File: src/hdl/sensor_running_average_alarm_assert.svh
// Assertion helpers for the RTL of the sensor alarm block.
`ifndef SENSOR_RUNNING_AVERAGE_ALARM_ASSERT_SVH
`define SENSOR_RUNNING_AVERAGE_ALARM_ASSERT_SVH

// Same-cycle implication, disabled while reset is asserted.
`define SRAA_ASSERT_IMPL(name, clk, rst_n, ante, cons) \
  name: assert property (@(posedge clk) disable iff (!rst_n) (ante) |-> (cons)) \
    else $error("sensor alarm assertion failed");

// Next-cycle implication, disabled while reset is asserted.
`define SRAA_ASSERT_NEXT(name, clk, rst_n, ante, cons) \
  name: assert property (@(posedge clk) disable iff (!rst_n) (ante) |=> (cons)) \
    else $error("sensor alarm assertion failed");

`endif

File: src/hdl/sraa_pkg.sv
`timescale 1ns / 1ps
`default_nettype none

package sraa_pkg;

  localparam logic CMD_REGISTER = 1'b0;
  localparam logic CMD_SAMPLE   = 1'b1;

  localparam logic CFG_MAX_TEMP = 1'b0;
  localparam logic CFG_MIN_TEMP = 1'b1;

  localparam logic signed [15:0] MAX_TEMP_RST = 16'sd2500;
  localparam logic signed [15:0] MIN_TEMP_RST = 16'sd1000;

  typedef enum logic [1:0] {
    ST_ACCEPTED   = 2'd0,
    ST_UNKNOWN    = 2'd1,
    ST_REGISTERED = 2'd2,
    ST_FULL       = 2'd3
  } status_t;

  typedef enum logic [1:0] {
    AL_NONE = 2'd0,
    AL_HOT  = 2'd1,
    AL_COLD = 2'd2
  } alarm_t;

  typedef enum logic [5:0] {
    S_IDLE    = 6'b000001,
    S_SCAN    = 6'b000010,
    S_RESOLVE = 6'b000100,
    S_SREAD   = 6'b001000,
    S_MUL     = 6'b010000,
    S_FIN     = 6'b100000
  } state_t;

endpackage

`default_nettype wire

File: src/hdl/sraa_ram.sv
`timescale 1ns / 1ps
`default_nettype none

// Simple dual-port RAM with one write port and one registered read port.
module sraa_ram #(
  parameter int WIDTH = 16,
  parameter int DEPTH = 16
) (
  input  wire logic                     clk,
  input  wire logic                     we,
  input  wire logic [((DEPTH > 1) ? $clog2(DEPTH) : 1)-1:0] waddr,
  input  wire logic [WIDTH-1:0]         wdata,
  input  wire logic [((DEPTH > 1) ? $clog2(DEPTH) : 1)-1:0] raddr,
  output logic      [WIDTH-1:0]         rdata
);

  logic [WIDTH-1:0] mem [DEPTH];
  logic [WIDTH-1:0] rdata_r;

  always_ff @(posedge clk) begin
    if (we) begin
      mem[waddr] <= wdata;
    end
    rdata_r <= mem[raddr];
  end

  assign rdata = rdata_r;

endmodule

`default_nettype wire

File: src/hdl/sensor_running_average_alarm.sv
`timescale 1ns / 1ps
`default_nettype none
`include "sensor_running_average_alarm_assert.svh"

// Moving-average temperature alarm for a table of registered sensors.
// Commands enter on start/busy: a beat is taken at a rising edge with start high and busy
// low, carrying in_cmd (register or sample), in_sensor_id and in_temperature. Every command
// produces exactly one result beat, shown for a single cycle with out_valid high; the
// receiver cannot stall it, so it must take the beat in that cycle.
// The limits are written on the cfg_ channel (index 0 hot limit, 1 cold limit); cfg_ready
// is always high and writes should only happen while the block is idle.
// Each sensor entry (id, ring position, valid bits, running sum) lives in one entry RAM and
// the samples in a second RAM. A command first scans the entry RAM, one entry per cycle,
// until the id matches or all registered entries are checked; with an empty table the
// scan is skipped. A register command then finishes in the resolve step and shows its
// result. An accepted sample adds a sample RAM read, the sum update and a two-stage
// divide by the window length. busy drops in the cycle the result is shown, so a new
// command can be taken then but not before; the scan through the single entry RAM read
// port makes a command take longer the more entries it must check.
// Reset empties the table and restores the default limits; no clearing pass is needed.
module sensor_running_average_alarm
  import sraa_pkg::*;
#(
  parameter int AVG_LEN     = 5,
  parameter int MAX_SENSORS = 16
) (
  input  wire logic        clk,
  input  wire logic        rst_n,
  input  wire logic        start,
  output logic             busy,
  input  wire logic        in_cmd,
  input  wire logic [15:0] in_sensor_id,
  input  wire logic signed [15:0] in_temperature,
  output logic             out_valid,
  output logic [1:0]       out_status,
  output logic [15:0]      out_sensor_id,
  output logic signed [15:0] out_average,
  output logic [1:0]       out_alarm,
  input  wire logic        cfg_valid,
  output logic             cfg_ready,
  input  wire logic        cfg_index,
  input  wire logic [15:0] cfg_data
);

  // Widths derived from the window length and table size.
  localparam int POS_W  = (AVG_LEN > 1) ? $clog2(AVG_LEN) : 1;
  localparam int LOG_D  = $clog2(AVG_LEN);
  localparam int SUM_W  = 17 + LOG_D;
  localparam int MAG_W  = SUM_W - 1;
  localparam int SH     = MAG_W + LOG_D;
  localparam int PROD_W = 2 * MAG_W + 1;
  // Rounded-up reciprocal: floor(x * MUL_C / 2^SH) equals floor(x / AVG_LEN) for x < 2^MAG_W.
  localparam longint unsigned MUL_C = ((64'd1 << SH) + AVG_LEN - 1) / AVG_LEN;
  localparam int EIDX_W = (MAX_SENSORS > 1) ? $clog2(MAX_SENSORS) : 1;
  localparam int CNT_W  = $clog2(MAX_SENSORS + 1);
  localparam int SLOTS  = MAX_SENSORS * AVG_LEN;
  localparam int SLOT_W = (SLOTS > 1) ? $clog2(SLOTS) : 1;

  typedef struct packed {
    logic [15:0]              id;
    logic [POS_W-1:0]         pos;
    logic [AVG_LEN-1:0]       mask;
    logic signed [SUM_W-1:0]  sum;
  } entry_t;

  localparam int ENT_W = $bits(entry_t);

  // Control registers.
  state_t             state_r, state_nxt;
  logic [CNT_W-1:0]   count_r, count_nxt;
  logic               out_valid_r, out_valid_nxt;
  logic signed [15:0] max_temp_r, max_temp_nxt;
  logic signed [15:0] min_temp_r, min_temp_nxt;

  // Payload registers.
  logic               cmd_r, cmd_nxt;
  logic [15:0]        id_r, id_nxt;
  logic signed [15:0] temp_r, temp_nxt;
  logic               found_r, found_nxt;
  logic [EIDX_W-1:0]  scan_idx_r, scan_idx_nxt;
  logic [EIDX_W-1:0]  entry_r, entry_nxt;
  entry_t             rec_r, rec_nxt;
  logic [POS_W-1:0]   wpos_r, wpos_nxt;
  logic [SLOT_W-1:0]  slot_r, slot_nxt;
  logic signed [SUM_W-1:0] sum_r, sum_nxt;
  logic               neg_r, neg_nxt;
  logic [PROD_W-1:0]  prod_r, prod_nxt;
  status_t            out_status_r, out_status_nxt;
  logic [15:0]        out_id_r, out_id_nxt;
  logic signed [15:0] out_average_r, out_average_nxt;
  alarm_t             out_alarm_r, out_alarm_nxt;

  // RAM ports.
  logic               ent_we;
  logic [EIDX_W-1:0]  ent_waddr, ent_raddr;
  entry_t             ent_wdata, ent_rd;
  logic [ENT_W-1:0]   ent_rdata;
  logic               smp_we;
  logic [SLOT_W-1:0]  smp_raddr;
  logic [15:0]        smp_rdata;

  logic               accept;
  logic               scan_last;
  logic [POS_W-1:0]   pos_adv;
  logic signed [SUM_W-1:0] old_ext, temp_ext, sum_new, mag_full;
  logic [15:0]        quot;
  logic signed [15:0] avg_c;

  sraa_ram #(.WIDTH(ENT_W), .DEPTH(MAX_SENSORS)) u_entry_ram (
    .clk   (clk),
    .we    (ent_we),
    .waddr (ent_waddr),
    .wdata (ent_wdata),
    .raddr (ent_raddr),
    .rdata (ent_rdata)
  );

  sraa_ram #(.WIDTH(16), .DEPTH(SLOTS)) u_sample_ram (
    .clk   (clk),
    .we    (smp_we),
    .waddr (slot_r),
    .wdata (temp_r),
    .raddr (smp_raddr),
    .rdata (smp_rdata)
  );

  assign ent_rd    = entry_t'(ent_rdata);
  assign busy      = (state_r != S_IDLE);
  assign accept    = start && !busy;
  assign cfg_ready = 1'b1;

  // The scan is over once the entry just read is the last one in use.
  assign scan_last = ((CNT_W'(scan_idx_r) + CNT_W'(1)) == count_r);

  // Ring position after this sample, wrapping at the window length.
  assign pos_adv = (rec_r.pos == POS_W'(AVG_LEN - 1)) ? '0 : rec_r.pos + POS_W'(1);

  // Running sum update: drop the sample being overwritten if that slot held one.
  assign old_ext  = rec_r.mask[wpos_r] ? {{(SUM_W-16){smp_rdata[15]}}, smp_rdata} : '0;
  assign temp_ext = {{(SUM_W-16){temp_r[15]}}, temp_r};
  assign sum_new  = rec_r.sum - old_ext + temp_ext;

  // Divide by the window length on the magnitude, then restore the sign (truncates toward 0).
  assign mag_full = sum_r[SUM_W-1] ? -sum_r : sum_r;
  assign quot     = prod_r[SH +: 16];
  assign avg_c    = neg_r ? -quot : quot;

  always_comb begin
    state_nxt       = state_r;
    count_nxt       = count_r;
    out_valid_nxt   = 1'b0;
    max_temp_nxt    = max_temp_r;
    min_temp_nxt    = min_temp_r;
    cmd_nxt         = cmd_r;
    id_nxt          = id_r;
    temp_nxt        = temp_r;
    found_nxt       = found_r;
    scan_idx_nxt    = scan_idx_r;
    entry_nxt       = entry_r;
    rec_nxt         = rec_r;
    wpos_nxt        = wpos_r;
    slot_nxt        = slot_r;
    sum_nxt         = sum_r;
    neg_nxt         = neg_r;
    prod_nxt        = prod_r;
    out_status_nxt  = out_status_r;
    out_id_nxt      = out_id_r;
    out_average_nxt = out_average_r;
    out_alarm_nxt   = out_alarm_r;
    ent_we          = 1'b0;
    ent_waddr       = entry_r;
    ent_wdata       = '{id: id_r, pos: '0, mask: '0, sum: '0};
    ent_raddr       = '0;
    smp_we          = 1'b0;
    smp_raddr       = slot_r;

    if (cfg_valid && cfg_ready) begin
      case (cfg_index)
        CFG_MAX_TEMP: max_temp_nxt = cfg_data;
        CFG_MIN_TEMP: min_temp_nxt = cfg_data;
        default: ;
      endcase
    end

    case (state_r)
      S_IDLE: begin
        if (accept) begin
          cmd_nxt      = in_cmd;
          id_nxt       = in_sensor_id;
          temp_nxt     = in_temperature;
          found_nxt    = 1'b0;
          scan_idx_nxt = '0;
          state_nxt    = (count_r == '0) ? S_RESOLVE : S_SCAN;
        end
      end
      S_SCAN: begin
        // Read data belongs to scan_idx_r; the next entry is fetched speculatively.
        ent_raddr = scan_idx_r + EIDX_W'(1);
        if (ent_rd.id == id_r) begin
          found_nxt = 1'b1;
          entry_nxt = scan_idx_r;
          rec_nxt   = ent_rd;
          state_nxt = S_RESOLVE;
        end else if (scan_last) begin
          state_nxt = S_RESOLVE;
        end else begin
          scan_idx_nxt = scan_idx_r + EIDX_W'(1);
        end
      end
      S_RESOLVE: begin
        out_id_nxt      = id_r;
        out_average_nxt = '0;
        out_alarm_nxt   = AL_NONE;
        if (cmd_r == CMD_REGISTER) begin
          out_valid_nxt = 1'b1;
          state_nxt     = S_IDLE;
          if (found_r) begin
            // Known id: empty its window again.
            ent_we         = 1'b1;
            out_status_nxt = ST_REGISTERED;
          end else if (count_r < CNT_W'(MAX_SENSORS)) begin
            ent_we         = 1'b1;
            ent_waddr      = count_r[EIDX_W-1:0];
            count_nxt      = count_r + CNT_W'(1);
            out_status_nxt = ST_REGISTERED;
          end else begin
            out_status_nxt = ST_FULL;
          end
        end else if (!found_r) begin
          out_valid_nxt  = 1'b1;
          out_status_nxt = ST_UNKNOWN;
          state_nxt      = S_IDLE;
        end else begin
          wpos_nxt  = pos_adv;
          slot_nxt  = SLOT_W'(entry_r) * SLOT_W'(AVG_LEN) + SLOT_W'(pos_adv);
          smp_raddr = slot_nxt;
          state_nxt = S_SREAD;
        end
      end
      S_SREAD: begin
        ent_we    = 1'b1;
        ent_wdata = '{id: id_r, pos: wpos_r,
                      mask: rec_r.mask | (AVG_LEN'(1) << wpos_r), sum: sum_new};
        smp_we    = 1'b1;
        sum_nxt   = sum_new;
        state_nxt = S_MUL;
      end
      S_MUL: begin
        neg_nxt   = sum_r[SUM_W-1];
        prod_nxt  = PROD_W'(mag_full[MAG_W-1:0]) * PROD_W'(MUL_C);
        state_nxt = S_FIN;
      end
      S_FIN: begin
        out_valid_nxt   = 1'b1;
        out_status_nxt  = ST_ACCEPTED;
        out_average_nxt = avg_c;
        // The hot limit wins when both limits are crossed.
        if (avg_c > max_temp_r) begin
          out_alarm_nxt = AL_HOT;
        end else if (avg_c < min_temp_r) begin
          out_alarm_nxt = AL_COLD;
        end else begin
          out_alarm_nxt = AL_NONE;
        end
        state_nxt = S_IDLE;
      end
      default: begin
        state_nxt = S_IDLE;
      end
    endcase
  end

  always_ff @(posedge clk) begin
    if (!rst_n) begin
      state_r     <= S_IDLE;
      count_r     <= '0;
      out_valid_r <= 1'b0;
      max_temp_r  <= MAX_TEMP_RST;
      min_temp_r  <= MIN_TEMP_RST;
    end else begin
      state_r     <= state_nxt;
      count_r     <= count_nxt;
      out_valid_r <= out_valid_nxt;
      max_temp_r  <= max_temp_nxt;
      min_temp_r  <= min_temp_nxt;
    end
  end

  always_ff @(posedge clk) begin
    cmd_r         <= cmd_nxt;
    id_r          <= id_nxt;
    temp_r        <= temp_nxt;
    found_r       <= found_nxt;
    scan_idx_r    <= scan_idx_nxt;
    entry_r       <= entry_nxt;
    rec_r         <= rec_nxt;
    wpos_r        <= wpos_nxt;
    slot_r        <= slot_nxt;
    sum_r         <= sum_nxt;
    neg_r         <= neg_nxt;
    prod_r        <= prod_nxt;
    out_status_r  <= out_status_nxt;
    out_id_r      <= out_id_nxt;
    out_average_r <= out_average_nxt;
    out_alarm_r   <= out_alarm_nxt;
  end

  assign out_valid     = out_valid_r;
  assign out_status    = out_status_r;
  assign out_sensor_id = out_id_r;
  assign out_average   = out_average_r;
  assign out_alarm     = out_alarm_r;

  // A result beat is only shown once the command has fully retired.
  `SRAA_ASSERT_IMPL(a_result_idle, clk, rst_n, out_valid_r, state_r == S_IDLE)
  // A taken command always leaves the idle state on the next cycle.
  `SRAA_ASSERT_NEXT(a_accept_busy, clk, rst_n, start && !busy, busy)
  // The table never grows past its size.
  `SRAA_ASSERT_IMPL(a_count_bound, clk, rst_n, 1'b1, int'(count_r) <= MAX_SENSORS)
  // The sample slot address stays inside the sample RAM.
  `SRAA_ASSERT_IMPL(a_slot_bound, clk, rst_n, state_r == S_SREAD, int'(slot_r) < SLOTS)
  // Only an accepted sample carries an average or an alarm.
  `SRAA_ASSERT_IMPL(a_drop_zero, clk, rst_n, out_valid_r && out_status_r != ST_ACCEPTED, out_average_r == '0 && out_alarm_r == AL_NONE)

endmodule

`default_nettype wire
File: config.mk
export PLATFORM = sky130hd
export DESIGN_NAME = sensor_running_average_alarm
export DESIGN_NICKNAME = d
export VERILOG_FILES = /design/src/hdl/sraa_pkg.sv /design/src/hdl/sraa_ram.sv /design/src/hdl/sensor_running_average_alarm.sv
export VERILOG_INCLUDE_DIRS = /design/src /design/src/hdl
export SDC_FILE = /design/constraint.sdc
export NUM_CORES = 2
export LEC_CHECK = 0
export BUFFER_PORTS_ARGS = -buffer_cell sky130_fd_sc_hd__buf_2
export CAP_MARGIN = 20
export CORE_ASPECT_RATIO = 2
export CORE_MARGIN = 2
export CORE_UTILIZATION = 57
export DETAILED_ROUTE_END_ITERATION = 8
export GPL_TIMING_DRIVEN = 0
export PLACE_DENSITY = 0.76
export SLEW_MARGIN = 15
export SYNTH_ARGS = -nofsm -noshare
export SYNTH_HDL_FRONTEND = slang
export SYNTH_SLANG_ARGS = --single-unit
File: constraint.sdc
create_clock -name clk -period 6.3 [get_ports clk]
set_clock_uncertainty 0.1 [all_clocks]
set_input_delay 0.315 -clock clk [delete_from_list [all_inputs] [get_ports clk]]
set_output_delay 0.315 -clock clk [all_outputs]
set_load 0.02 [all_outputs]
# Yosys cells after proc, flatten, opt, wreduce, memory -nomap -nowiden
# Memory sizes are Yosys's and may differ from the RTL's. A register that Yosys moved wholly into a read port is not among the register bits.
# Cells that the tools add are included.
dict set report word_totals {
  memories 2
  mem_bits_rw 1984
  elab_cells 126
  register_bits 219
  output_inout_bits 39
  in_bits 54
}
dict set report op_classes {
  eq_ne 16
  muxes 50
  n_bitwise 4
  shifts 1
  order_cmp 4
  add_sub_neg 9
  mul 2
  n_reduce_logical 15
}
# name words word_bits read_ports rd_clocked_by_memory_dff wr line_no
set mem_list {}
lappend mem_list {u_sample_ram.mem 80 16 1 1 1 sraa_ram.sv:17} ;# logic [WIDTH-1:0] mem [DEPTH];
lappend mem_list {u_entry_ram.mem 16 44 1 1 1 sraa_ram.sv:17}
# operator n
set op_table {}
lappend op_table {{4-bit 2-to-1 mux} 10}
lappend op_table {{19-bit by 20-bit multiplier with 38-bit output, second input constant} 1}
lappend op_table {{16-bit one-hot mux with 2 select lines} 1}
lappend op_table {{6-bit one-hot mux with 5 select lines} 1}
lappend op_table {{28-bit 2-to-1 mux} 1}
lappend op_table {{7-bit 2-to-1 mux} 3}
lappend op_table {{20-bit by 16-bit adder with 20-bit output} 1}
lappend op_table {{20-bit 2-to-1 mux} 1}
lappend op_table {{20-bit subtractor} 1}
lappend op_table {{19-bit 2-to-1 mux} 1}
lappend op_table {{19-bit negator} 1}
lappend op_table {{6-bit 2-to-1 mux} 3}
lappend op_table {{16-bit equality test} 1}
lappend op_table {{16-bit > comparator} 1}
lappend op_table {{16-bit less-than comparator} 1}
lappend op_table {{16-bit 2-to-1 mux} 1}
lappend op_table {{16-bit negator} 1}
lappend op_table {{1-bit 2-to-1 mux} 15}
lappend op_table {{2-bit AND reduction} 6}
lappend op_table {{2-bit 2-to-1 mux} 4}
lappend op_table {{2-bit inequality test, second input constant} 4}
lappend op_table {{2-bit one-hot mux with 2 select lines} 2}
lappend op_table {{4-bit one-hot mux with 2 select lines} 1}
lappend op_table {{4-bit AND reduction} 2}
lappend op_table {{other kinds (29)} 37}

# Depth between registers and ports, before layout
dict set report depth {
  depth_word 7
  mapped_depth 28
}

# Modules after synthesis
# Synthesis repeated with hierarchy kept, for this count alone.
dict set report hier_totals {
  hier_cells 5090
  area_unflattened_um2 92959.2
}
# mod cells_each instances area_each_um2 seq_area_each_um2
set by_module_without_submodules {}
lappend by_module_without_submodules {{sraa_ram at u_sample_ram} 2392 1 49837.8 38757.2}
lappend by_module_without_submodules {{sraa_ram at u_entry_ram} 1142 1 27269.9 22021.1}
lappend by_module_without_submodules {sensor_running_average_alarm 1556 1 15851.5 5405.2}

# Worst setup path before layout
# OpenSTA, ideal clock, no wires.
dict set report synth_timing {
  kind {reg-to-reg}
  start {register sum_r[5]}
  end {register prod_r[31], data pin}
  path_stages_with_launch 25
  path_buffers 0
  arrival_time_ns 6.458
  slack_ns -0.523
  setup_time_ns 0.265
  path_cell_list {edfxtp_1 > or4_1 > or3_1 > o41ai_1 > xnor2_1 > ha_1 > fa_1 > inv_1 > fa_1 > fa_1 > inv_1 > fa_1 > inv_1 > fa_1 > inv_1 > ha_1 > nand2_1 > nor2_1 > nand2_1 > nor4_1 > a2111oi_0 > o21bai_1 > a21oi_1 > o21ai_0 > xor2_1}
}
dict set report synth_via {
  elab_chain_len 3
}
# element line_no
set synth_rtl {}
lappend synth_rtl {{from (decl)} sensor_running_average_alarm.sv:85} ;# logic signed [SUM_W-1:0] sum_r, sum_nxt;
lappend synth_rtl {{from (signal assigned)} sensor_running_average_alarm.sv:299} ;# sum_r <= sum_nxt;
lappend synth_rtl {{19-bit negator} sensor_running_average_alarm.sv:144} ;# assign mag_full = sum_r[SUM_W-1] ? -sum_r : sum_r;
lappend synth_rtl {{19-bit 2-to-1 mux (*)} sensor_running_average_alarm.sv:144}
lappend synth_rtl {{19-bit by 20-bit multiplier with 38-bit output (*)} sensor_running_average_alarm.sv:250} ;# prod_nxt = PROD_W'(mag_full[MAG_W-1:0]) * PROD_W'(MUL_C);
lappend synth_rtl {{to (signal assigned)} sensor_running_average_alarm.sv:301} ;# prod_r <= prod_nxt;
lappend synth_rtl {{to (decl)} sensor_running_average_alarm.sv:87} ;# logic [PROD_W-1:0] prod_r, prod_nxt;
# Mark *: on every way between the ends. The rest lies on a longest branch, timed or not.
# A chain may end at the register's enable or synchronous reset.

# Final worst setup path
dict set report layout_timing {
  start {register sum_r[7]}
  end {register prod_r[36], data pin}
}
# Same word-level chain as after synthesis.

==> results.txt <==
The flow ran to the end, but the final reports show violations. The final reports fail on setup timing. The data required time at the worst endpoint came out at 6.73 ns.

The post-synth design cell area is about 0.094 mm². The final core area utilization came out at 65.6%. By area the synthesized netlist is led by edfxtp_1 (68%), nand2_1 (3.1%), ha_1 (2.7%).

The initial antenna violation count came to 16. The fraction of registers with async set or reset after synthesis came out at 0%. The worst hold margin came out at about 0.060 ns. The share of the clock period used by the worst path came out at 111%. The count of endpoints failing setup in the final report is 18. The net count after synthesis came out at approximately 6,700. Fill cells in the final layout number 11,300. The pin count of the biggest net entering global routing is 33. The worst hold-check path type is input port to flop.

The register bit count reported by yosys came out at 2,241. TritonCTS built the clock tree. The number of clock sinks seen by CTS came out at 2,241. The post-detailed-route DRC marker count came out at 0. The DRC marker count from the first detailed-route iteration came out at ~6,800. The maximum level of the CTS H-tree is 4.

Counting both buffers and inverters, the worst setup path holds a total of 5. CTS placed an instance of clkbuf_16 at the clock tree root. Dividing the detail-routed via count by the number of cells gives 6.48. The number of primary I/O pins came out at just over 90. The insertion delay to the later sink of the worst-skew pair came out at approximately 0.86 ns. The count of buffers inserted at the top-level ports is 91. The cell that appears most often on the critical path is fa_1. The share of cells above drive strength 1 came out at between 15 and 20%. The stage delay of the slowest cell on the critical path is 0.60 ns. Across the run, the number of max-cap violations was 0.

The wire length of the first global-routing pass is between 400,000 and 500,000 µm. By count the netlist is led by edfxtp_1 (2,130), nand2_1 (784), a21oi_1 (362), inv_1 (310), nor2_1 (237). From synthesis to final layout, the design area changed by 14.8%.

The sequential fraction of the synthesis area came out at 70.2%. STA classifies the critical path endpoint as a flop. The slew of the pin with the lowest slew margin is between 1 and 1.5 ns.

The most repeated cell in the gate-level netlist after synthesis is edfxtp_1. The core outline area is about 0.16 mm². The gate count of the mapped netlist came out at around 6,300. The startpoint class of the critical path is a flop.

The post-synthesis cell type with the largest combined area is edfxtp_1. The synthesized netlist contains 77 unique library cells. Among all stages on the critical path, the largest delay is contributed by fa_2.

The sum of net half-perimeters after detailed placement is slightly above 200,000 µm. The register clock-pin slew on the reported worst setup and hold paths is about 0.070 ns. The setup slack at placement is -1.27 ns.

The final count of hold timing violations is 0. In this run the worst path has a maximum fanout of 4. The number of max-slew violations in the final report is 0. The total chip power came out at approximately 38 mW. The floorplan has roughly 210 rows. The worst max-slew margin expressed relative to the limit came out at ~17%. The total track usage is about 34%. The final setup TNS came out at -7.36 ns. The weighted congestion at the end of routability-driven global placement came out at about 1.0. The power per standard cell area is roughly 350 mW/mm². The data arrival time of the critical path came out at 7.39 ns. The detail-routed net length per standard cell came out at 31.3 µm. The critical path in this run is classified as flop to flop. Setup slack on the worst reg-to-reg path comes out at -0.66 ns. The remaining global-route overflow is 0.

The routed layout has between 50,000 and 60,000 vias. The maximum achievable frequency is ~0.14 GHz. On the critical path the largest part of the delay comes from adder cells. For this run, the number of Yosys warnings is 0. The initial standard-cell utilization of the core is between 50% and 60%. The number of detailed-route iterations in the first pass came out at 8.

The net total in the final layout came out at between 7,000 and 8,000. The maximum root-to-sink buffer count came out at 4. The total leakage power is about 37 nW. In this run the horizontal extent of the chip is 292 µm. The remaining number of nets flagged by the antenna check after routing came out at 0.

The wire length after detailed routing is around 290,000 µm. Yosys mapped a number of flops with a built-in enable equal to approximately 2,100. For this run, the leading register cell type out of synthesis is edfxtp_1.

The number of global-route vias before repair came out at between 60,000 and 70,000. The area of the die came out at ~0.17 mm². Setup repair after global routing could not meet its margin everywhere. The synthesized design devotes to its leading area cell type about two thirds of total area. The peak ir drop on the vdd network came out at approximately 0.00031 V. The worst path setup slack after routing came out at -0.664 ns. The number of buffers added by the clock tree synthesis step came out at ~190.

Walking the worst path, the cells encountered are or4_4 -> or3_4 -> o41ai_4 -> xnor2_4 -> ha_4 -> fa_2 -> inv_2 -> fa_1 -> inv_1 -> fa_1 -> fa_1 -> inv_1 -> fa_1 -> inv_2 -> ha_4 -> nand4_1 -> a21oi_2 -> nor2_4 -> nor4_4 -> buf_6 -> o2111ai_4 -> nand3b_1 -> a21oi_2 -> xnor2_1. After layout, the minimum clock period comes to 6.96 ns. The average cell area after synthesis is ~15 µm². The vertical die dimension is a little under 600 µm.
==> where the power goes <==
group	total, mW	switching, mW	internal [mW]
logic	9.50	6.82	2.68
clock network	11.6	5.26	6.37
registers	16.8	0.218	16.6
total	38.0	12.3	25.6
==> kinds of logic (layout without fill, tap and decap cells) <==
logic type                 after synthesis  in the layout  share of synthesized area (%)
and+or+nand+nor                       1441           1441                           6.76
DFF                                   2241           2241                           70.2
other                                    1              7                        0.00398
buffers and inverters                  646           1329                           2.78
xor gates and xnor gates                96             96                          0.892
adders and majority gates              321            321                           5.21
AOI/OAI and AO/OA                     1082           1082                           7.51
muxes                                  474            474                           6.61
==> timing repair <==
item                                   CTS  global route
setup buffers                           27             4
setup endpoints to repair               29            73
hold buffers                            56             0
endpoints found under the hold margin   87             0
pin swaps                               40             8
gates resized for setup                 80            34
==> cell usage in the layout (no fill, tap or decap), types with 26 or more instances in the layout <==
cell and count:
and2_1 42, a221oi_1 101, o22ai_1 67, clkinv_2 31, fa_1 114, o211ai_1 73
mux2_2 183, buf_1 37, clkbuf_1 218, buf_4 50, edfxtp_1 2130, mux4_2 99
dfxtp_1 111, nor2b_1 30, dlygate4sd3_1 56, nor2_1 132, clkinv_1 26, buf_6 56
nor3_1 40, xnor2_1 46, nand3_1 145, a21oi_1 348, a22oi_1 31, buf_8 68
buf_2 172, nand4_1 59, clkbuf_16 188, nand2_1 780, ha_1 190, o31ai_1 52
mux2i_1 190, o21ai_0 106, nor2_2 85, a32oi_1 62, inv_1 301, xor2_1 36
a31oi_1 60, buf_16 34
==> state kept, by name (all words and copies together), names as in the netlist, 3 cells and up <==
signal / cells
sum_r: 20
state_r: 6
u_sample_ram.rdata: 16
wpos_r: 3
min_temp_r: 16
u_entry_ram.rdata: 44
rec_r: 28
u_sample_ram.mem: 1280
count_r: 5
u_entry_ram.mem: 704
temp_r: 16
out_average: 16
max_temp_r: 16
entry_r: 4
slot_r: 7
scan_idx_r: 4
id_r: 16
out_sensor_id: 16
prod_r: 16
==> through the flow <==
| step | cell area (µm²) | cells |
|---|---|---|
| global placement | 97500 | 8523 |
| detailed placement | 101000 | 8699 |
| finish | 108000 | 9121 |
| global route | 108000 | 9117 |
| CTS | 108000 | 9111 |
| floorplan | 94400 | 6302 |
==> area by class of cell <==
class                           count  area, µm²  area share [%]
Sequential cell                  2241      66200            61.2
Multi-Input combinational cell   3415      26500            24.5
Clock buffer                      239       5050            4.67
Timing Repair Buffer              355       4180            3.86
Tap cell                         2130       2670            2.46
Buffer                            328       1450            1.34
Inverter                          316       1190            1.10
Clock inverter                     91        925           0.855
Antenna cell                        6       15.0          0.0139
==> worst paths after layout <==
check,start,to,cells after the start
max,sum_r[7]$_DFFE_PP_,prod_r[36]$_DFFE_PP_,24
min,in_temperature[15],temp_r[15]$_DFFE_PP_,2
max reg2reg,sum_r[7]$_DFFE_PP_,prod_r[36]$_DFFE_PP_,24
min reg2reg,u_entry_ram.rdata[10]$_DFF_P_,rec_r[10]$_DFFE_PP_,0
==> per-layer routing <==
| layer | global-route usage, % | wire, µm | share of wire (%) |
|---|---|---|---|
| met2 | 60.7 | 149000 | 52 |
| met5 | 0 | 46 | 0.016 |
| met4 | 29.1 | 29900 | 10 |
| met1 | 33.2 | 85100 | 30 |
| met3 | 5.38 | 21300 | 7.5 |
Note: power is estimated with default switching activity, not from simulation.
